--- src/sv/frx_pkg.sv ---
// Package for the length/checksum frame receiver.
// Holds operation, phase and error codes and the result record type.
// No dependencies.
`default_nettype none

package frx_pkg;

  typedef enum logic [1:0] {
    OP_START = 2'd0,
    OP_BYTE  = 2'd1,
    OP_TICK  = 2'd2,
    OP_NONE  = 2'd3
  } op_t;

  typedef enum logic [1:0] {
    PH_IDLE = 2'd0,
    PH_LEN  = 2'd1,
    PH_BODY = 2'd2
  } phase_t;

  localparam logic [1:0] ERR_NONE     = 2'd0;
  localparam logic [1:0] ERR_LENGTH   = 2'd1;
  localparam logic [1:0] ERR_TIMEOUT  = 2'd2;
  localparam logic [1:0] ERR_CHECKSUM = 2'd3;

  localparam logic [1:0] REG_DONE_CODE  = 2'd0;
  localparam logic [1:0] REG_ABORT_CODE = 2'd1;
  localparam logic [1:0] REG_TIMEOUT    = 2'd2;
  localparam logic [1:0] REG_MAX_LEN    = 2'd3;

  localparam logic [7:0] DONE_CODE_RST  = 8'd1;
  localparam logic [7:0] ABORT_CODE_RST = 8'd4;
  localparam logic [7:0] TIMEOUT_RST    = 8'd100;
  localparam logic [7:0] MAX_LEN_RST    = 8'd255;
  localparam logic [7:0] TICK_SAT       = 8'hFF;

  typedef struct packed {
    logic [7:0] done_code;
    logic [7:0] abort_code;
    logic [7:0] timeout_ticks;
    logic [7:0] max_packet_length;
  } frx_cfg_t;

  typedef struct packed {
    logic       tx_valid;
    logic [7:0] tx_byte;
    logic       store_valid;
    logic [7:0] store_index;
    logic [7:0] store_byte;
    logic       finished;
    logic       success;
    logic [1:0] error_kind;
    logic       busy_res;
  } frx_result_t;

endpackage

`default_nettype wire

--- src/sv/frx_core.sv ---
// Frame receive state machine: phase, byte count, running checksum,
// write position and idle tick counter. Produces one result per item.
// Depends on frx_pkg.
`default_nettype none

module frx_core (
  input  wire logic                clk,
  input  wire logic                rst,
  input  wire logic                push,
  input  wire logic [1:0]          operation,
  input  wire logic [7:0]          data_byte,
  input  wire frx_pkg::frx_cfg_t   cfg,
  output frx_pkg::frx_result_t     result
);

  frx_pkg::phase_t phase, phase_next;
  logic [7:0] bytes_left, bytes_left_next;
  logic [7:0] running_sum, running_sum_next;
  logic [7:0] write_position, write_position_next;
  logic [7:0] idle_ticks, idle_ticks_next;

  always_ff @(posedge clk) begin
    if (rst) begin
      phase          <= frx_pkg::PH_IDLE;
      bytes_left     <= '0;
      running_sum    <= '0;
      write_position <= '0;
      idle_ticks     <= '0;
    end else if (push) begin
      phase          <= phase_next;
      bytes_left     <= bytes_left_next;
      running_sum    <= running_sum_next;
      write_position <= write_position_next;
      idle_ticks     <= idle_ticks_next;
    end
  end

  always_comb begin
    logic       end_txn;
    logic       ok;
    logic [1:0] err;
    end_txn             = 1'b0;
    ok                  = 1'b0;
    err                 = frx_pkg::ERR_NONE;
    phase_next          = phase;
    bytes_left_next     = bytes_left;
    running_sum_next    = running_sum;
    write_position_next = write_position;
    idle_ticks_next     = idle_ticks;
    result              = '0;

    case (frx_pkg::op_t'(operation))
      frx_pkg::OP_START: begin
        result.tx_valid     = 1'b1;
        result.tx_byte      = data_byte;
        phase_next          = frx_pkg::PH_LEN;
        bytes_left_next     = '0;
        running_sum_next    = '0;
        write_position_next = '0;
        idle_ticks_next     = '0;
      end
      frx_pkg::OP_BYTE: begin
        if (phase == frx_pkg::PH_LEN) begin
          if (data_byte == 8'd0 || data_byte > cfg.max_packet_length) begin
            end_txn = 1'b1;
            err     = frx_pkg::ERR_LENGTH;
          end else begin
            running_sum_next = data_byte;
            bytes_left_next  = data_byte - 8'd1;
            idle_ticks_next  = '0;
            phase_next       = frx_pkg::PH_BODY;
            // length one: frame ends here, sum is the length itself
            if (bytes_left_next == 8'd0) begin
              end_txn = 1'b1;
              ok      = (running_sum_next == 8'd0);
              err     = ok ? frx_pkg::ERR_NONE : frx_pkg::ERR_CHECKSUM;
            end
          end
        end else if (phase == frx_pkg::PH_BODY) begin
          running_sum_next    = running_sum + data_byte;
          result.store_valid  = 1'b1;
          result.store_index  = write_position;
          result.store_byte   = data_byte;
          write_position_next = write_position + 8'd1;
          bytes_left_next     = bytes_left - 8'd1;
          idle_ticks_next     = '0;
          if (bytes_left_next == 8'd0) begin
            end_txn = 1'b1;
            ok      = (running_sum_next == 8'd0);
            err     = ok ? frx_pkg::ERR_NONE : frx_pkg::ERR_CHECKSUM;
          end
        end
      end
      frx_pkg::OP_TICK: begin
        if (phase != frx_pkg::PH_IDLE) begin
          // saturate the tick count
          if (idle_ticks != frx_pkg::TICK_SAT) begin
            idle_ticks_next = idle_ticks + 8'd1;
          end
          if (idle_ticks_next >= cfg.timeout_ticks) begin
            end_txn = 1'b1;
            err     = frx_pkg::ERR_TIMEOUT;
          end
        end
      end
      default: begin
      end
    endcase

    if (end_txn) begin
      result.tx_valid   = 1'b1;
      result.tx_byte    = ok ? cfg.done_code : cfg.abort_code;
      result.finished   = 1'b1;
      result.success    = ok;
      result.error_kind = err;
      phase_next        = frx_pkg::PH_IDLE;
    end
    result.busy_res = (phase_next != frx_pkg::PH_IDLE);
  end

endmodule

`default_nettype wire

--- src/sv/frx_outbuf.sv ---
// Two-entry result buffer: output register plus skid register, so an item
// can be taken while a finished result waits downstream.
// Depends on frx_pkg.
`default_nettype none

module frx_outbuf (
  input  wire logic                  clk,
  input  wire logic                  rst,
  input  wire logic                  push,
  input  wire frx_pkg::frx_result_t  push_data,
  output logic                       space,
  output logic                       out_valid,
  input  wire logic                  out_ready,
  output frx_pkg::frx_result_t       out_data
);

  logic                 main_valid;
  logic                 skid_valid;
  frx_pkg::frx_result_t main_data;
  frx_pkg::frx_result_t skid_data;

  assign space     = !skid_valid;
  assign out_valid = main_valid;
  assign out_data  = main_data;

  always_ff @(posedge clk) begin
    if (rst) begin
      main_valid <= 1'b0;
      skid_valid <= 1'b0;
    end else if (!main_valid || out_ready) begin
      // output slot frees: refill from skid first, then from the new item
      if (skid_valid) begin
        main_valid <= 1'b1;
        skid_valid <= 1'b0;
      end else begin
        main_valid <= push;
      end
    end else if (push) begin
      skid_valid <= 1'b1;
    end
  end

  always_ff @(posedge clk) begin
    if (!main_valid || out_ready) begin
      main_data <= skid_valid ? skid_data : push_data;
    end else if (push) begin
      skid_data <= push_data;
    end
  end

endmodule

`default_nettype wire

--- src/sv/length_checksum_frame_receiver_top.sv ---
// Top level of the length/checksum frame receiver: configuration registers,
// receive state machine and result buffer. Depends on frx_pkg, frx_core,
// frx_outbuf.
// Each result is registered in the output or skid register on acceptance.
// Throughput: one item per cycle while the skid register is empty; the state
// update is a single 8-bit add and compare. The skid keeps input open in a stall.
// Reset: synchronous; clears phase and counters, loads register defaults.
`default_nettype none

module length_checksum_frame_receiver_top (
  input  wire logic       clk,
  input  wire logic       rst,
  input  wire logic       in_valid,
  output logic            in_ready,
  input  wire logic [1:0] operation,
  input  wire logic [7:0] data_byte,
  output logic            out_valid,
  input  wire logic       out_ready,
  output logic            tx_valid,
  output logic [7:0]      tx_byte,
  output logic            store_valid,
  output logic [7:0]      store_index,
  output logic [7:0]      store_byte,
  output logic            finished,
  output logic            success,
  output logic [1:0]      error_kind,
  output logic            busy_res,
  input  wire logic       cfg_we,
  input  wire logic [1:0] cfg_index,
  input  wire logic [7:0] cfg_data
);

  frx_pkg::frx_cfg_t    cfg;
  frx_pkg::frx_result_t core_result;
  frx_pkg::frx_result_t out_data;
  logic                 push;

  always_ff @(posedge clk) begin
    if (rst) begin
      cfg.done_code         <= frx_pkg::DONE_CODE_RST;
      cfg.abort_code        <= frx_pkg::ABORT_CODE_RST;
      cfg.timeout_ticks     <= frx_pkg::TIMEOUT_RST;
      cfg.max_packet_length <= frx_pkg::MAX_LEN_RST;
    end else if (cfg_we) begin
      case (cfg_index)
        frx_pkg::REG_DONE_CODE:  cfg.done_code         <= cfg_data;
        frx_pkg::REG_ABORT_CODE: cfg.abort_code        <= cfg_data;
        frx_pkg::REG_TIMEOUT:    cfg.timeout_ticks     <= cfg_data;
        frx_pkg::REG_MAX_LEN:    cfg.max_packet_length <= cfg_data;
        default: begin
        end
      endcase
    end
  end

  assign push = in_valid && in_ready;

  frx_core u_core (
    .clk       (clk),
    .rst       (rst),
    .push      (push),
    .operation (operation),
    .data_byte (data_byte),
    .cfg       (cfg),
    .result    (core_result)
  );

  frx_outbuf u_outbuf (
    .clk       (clk),
    .rst       (rst),
    .push      (push),
    .push_data (core_result),
    .space     (in_ready),
    .out_valid (out_valid),
    .out_ready (out_ready),
    .out_data  (out_data)
  );

  assign tx_valid    = out_data.tx_valid;
  assign tx_byte     = out_data.tx_byte;
  assign store_valid = out_data.store_valid;
  assign store_index = out_data.store_index;
  assign store_byte  = out_data.store_byte;
  assign finished    = out_data.finished;
  assign success     = out_data.success;
  assign error_kind  = out_data.error_kind;
  assign busy_res    = out_data.busy_res;

endmodule

`default_nettype wire
--- config.mk ---
export PLATFORM = sky130hd
export DESIGN_NAME = length_checksum_frame_receiver_top
export DESIGN_NICKNAME = d
export VERILOG_FILES = /design/src/sv/frx_pkg.sv /design/src/sv/frx_core.sv /design/src/sv/frx_outbuf.sv /design/src/sv/length_checksum_frame_receiver_top.sv
export SDC_FILE = /design/constraint.sdc
export NUM_CORES = 1
export LEC_CHECK = 0
export ABC_AREA = 1
export BUFFER_PORTS_ARGS = -buffer_cell sky130_fd_sc_hd__buf_2
export CORE_MARGIN = 2
export CORE_UTILIZATION = 30
export CTS_CLUSTER_SIZE = 20
export DETAILED_ROUTE_END_ITERATION = 10
export SYNTH_ARGS = -nofsm -noshare
export SYNTH_HDL_FRONTEND = slang
export SYNTH_SLANG_ARGS = --single-unit
--- constraint.sdc ---
create_clock -name clk -period 3 [get_ports clk]
set_input_delay 0.45 -clock clk [delete_from_list [all_inputs] [get_ports clk]]
set_output_delay 0.45 -clock clk [all_outputs]
set_load 0.005 [all_outputs]
==> impl_metrics.env <==
export IMPL_syn_to_final_growth_pct=20.47
export IMPL_antenna_found_initial=3
export IMPL_final_common_cell="nand2_1"
export IMPL_syn_num_nets=945
export IMPL_path_class="reg -> reg"
export IMPL_cts_buffer_depth=2
export IMPL_mostFrequentLayoutCells="225 x nand2_1, 117 x inv_1, 68 x nor2_1, 63 x dfxtp_1"
export IMPL_port_buffers=57
export IMPL_root_buffer="clkbuf_16"
export IMPL_critPathRequiredTime_ns=3.17
export IMPL_netlist_area_um2=6955
export IMPL_place_ws_ns=0.02898
export IMPL_ys_flop_type="dfxtp_1"
export IMPL_cp_max_fo=7
export IMPL_place_congestion=0.8857
export IMPL_ys_seq_area_share_pct=46.34
export IMPL_overflow=0
export IMPL_drt_initial_drc_count=359
export IMPL_dieArea_um2=24420
export IMPL_cts_buffers=17
export IMPL_fin_cells=1264
export IMPL_cts_num_sinks=130
export IMPL_track_usage_pct=14.45
export IMPL_setup_violations=0
export IMPL_synthArstFlopShare_pct=0
export IMPL_viasPerCell=4.646
export IMPL_status="completed"
export IMPL_grt_start_max_net_pins=37
export IMPL_vias=5873
export IMPL_post_synth_num_cell_types=42
export IMPL_hold_class="in -> reg"
export IMPL_slew_viol_final=0
export IMPL_arrival_ns=2.97
export IMPL_fin_skew_ns=0.007128
export IMPL_h_tree_depth=4
export IMPL_clk_insertion_delay_late_ns=0.42
export IMPL_die_w_um=156.3
export IMPL_io_pins=58
export IMPL_slew_limit_headroom_pct=52.45
export IMPL_synth_seq_cells=130
export IMPL_leakage_nw=3.901
export IMPL_final_antenna_net_count=0
export IMPL_drv_cap=0
export IMPL_fin_nets=1023
export IMPL_grt_pass1_vias=5514
export IMPL_worstMarginPinSlew_ns=0.7124
export IMPL_dp_cells=1223
export IMPL_route_detailed_drc=0
export IMPL_critPathCaptureType="flop"
export IMPL_clk_pin_slew_ns=0.06
export IMPL_drtPass1Iterations=5
export IMPL_fin_util_pct=36.90
export IMPL_fin_area_um2=8379
export IMPL_drive_above_1_share_pct=17.01
export IMPL_syn_area_per_cell_um2=7.859
export IMPL_fin_crit_sh_pct=93.33
export IMPL_rows=55
export IMPL_synth_edff_count=62
export IMPL_cts_tree="done"
export IMPL_grt_first_pass_wirelength_mm=27.60
export IMPL_hold_violations=0
export IMPL_totalPowerFinal_mw=4.544
export IMPL_whs_ns=0.3179
export IMPL_core_region_area_um2=22710
export IMPL_setup_slack_ns=0.2000
export IMPL_drt_wl_total_mm=17.26
export IMPL_hpwl_mm=12.68
export IMPL_yosys_warnings=0
export IMPL_start_kind="flop"
export IMPL_die_h_um=156.3
export IMPL_max_freq_mhz=357.1
export IMPL_dpl_cell_area_um2=7645
export IMPL_start_util_pct=30.63
export IMPL_rrSetupSlack_ns=0.20
export IMPL_fin_crit_ns=2.800
export IMPL_syn_inst=885
export IMPL_powerDensity_nw_per_um2=542.2
export IMPL_vdd_drop_max_uv=342.2
export IMPL_fin_tns_setup_ns=0
export IMPL_routedWlPerCell_um=13.65
## registers in the layout (all words and copies together) (netlist names)
name	cells
u_outbuf.skid_data	31
u_core.bytes_left	8
u_core.idle_ticks	8
u_core.write_position	8
u_outbuf.out_data	31
cfg	32
u_outbuf.skid_valid	1
u_core.running_sum	8
u_core.phase	2
u_outbuf.out_valid	1
## path summary, 6_finish.rpt
path                                      startpoint                    end  depth (start not counted)
worst max-delay path            u_core.idle_ticks[0]  u_outbuf.out_data[24]                         16
worst min-delay path                     cfg_data[6]                cfg[14]                          3
worst min register to register               cfg[30]                cfg[30]                          2
worst max register to register  u_core.idle_ticks[0]  u_outbuf.out_data[24]                         16
## repair_timing
item,in CTS,in global routing
gates resized for setup,0,24
hold buffers,0,0
hold endpoints to repair,0,0
setup endpoints to repair,0,28
buffers inserted,0,5
## layout make-up
cell class	instances	area (µm²)
fillers	2356	14330
diodes	3	7.507
multi-input cells	604	3234
flip-flops and latches	130	3229
clock inverters	14	151.4
repair buffers	84	491.7
well taps	285	356.6
clock buffers	18	432.9
inverters	126	475.5
## critical path, cell delays in order, from the launching register on
cell and delay [ns]:
dfxtp_2 0.34, ha_2 0.17, inv_1 0.08, nor4_4 0.20, nand3_2 0.18, buf_4 0.19
nand2_1 0.09, ha_1 0.24, a21oi_1 0.15, o21a_1 0.16, nand3_2 0.10, nand2_2 0.10
nand4_4 0.17, nand2_8 0.13, nand2_1 0.08, nand3_1 0.11, nand2_1 0.06
## power by group
part           total [mW]  internal (mW)  leakage (nW)  switching (mW)
Clock                2.05           1.24         0.294           0.803
Combinational       0.527          0.178          2.40           0.348
Sequential           1.97           1.94          1.21          0.0314
Total                4.54           3.36          3.90            1.18
## metal layers
layer / share of wire [%] / GRT usage (%) / wire, µm
met5: 0 / 0 / 0
met4: 1.4 / 4.500 / 235
met3: 5.4 / 4.791 / 939
met2: 46 / 22.80 / 7892
met1: 47 / 18.75 / 8187
## synth_stat cells, types with 2 or more instances
master      n  area (µm²)
and2_1      8       50.05
nor2_1     70       262.8
dfxtp_1    68        1361
nor2_4      4       45.04
o21ai_1     5       25.02
inv_2       5       18.77
nand2_4     2       22.52
ha_1       34       425.4
o22ai_1     8       50.05
a22oi_1     2       15.01
edfxtp_1   62        1862
o21a_1      3       22.52
o21ai_0    59       295.3
nand4_1    10       62.56
nand3_2     3       30.03
a211oi_1    4       30.03
clkbuf_1   19       71.32
a21oi_1    64       320.3
nor2_2      4       25.02
nand3b_1    2       15.01
buf_2       3       15.01
buf_4       3       22.52
nand3_1    56       280.3
nor3_1      9       45.04
o211ai_1    6       45.04
xor2_1      8       70.07
nand2_1   226       848.3
inv_1     119       446.7
a31oi_1     2       12.51
nand2_2     5       31.28
## cell families (layout without fill, tap and decap cells)
family          Yosys count  in the layout  share of synthesized area (%)
compound gates          156            156                          12.16
xor+xnor                  8              8                          1.007
fa+ha+maj                35             35                          6.404
buf+inv                 152            242                          8.563
flops                   130            130                          46.34
other cells               0              3                              0
simple gates            404            405                          25.53
(Power assumes the default switching activity.)
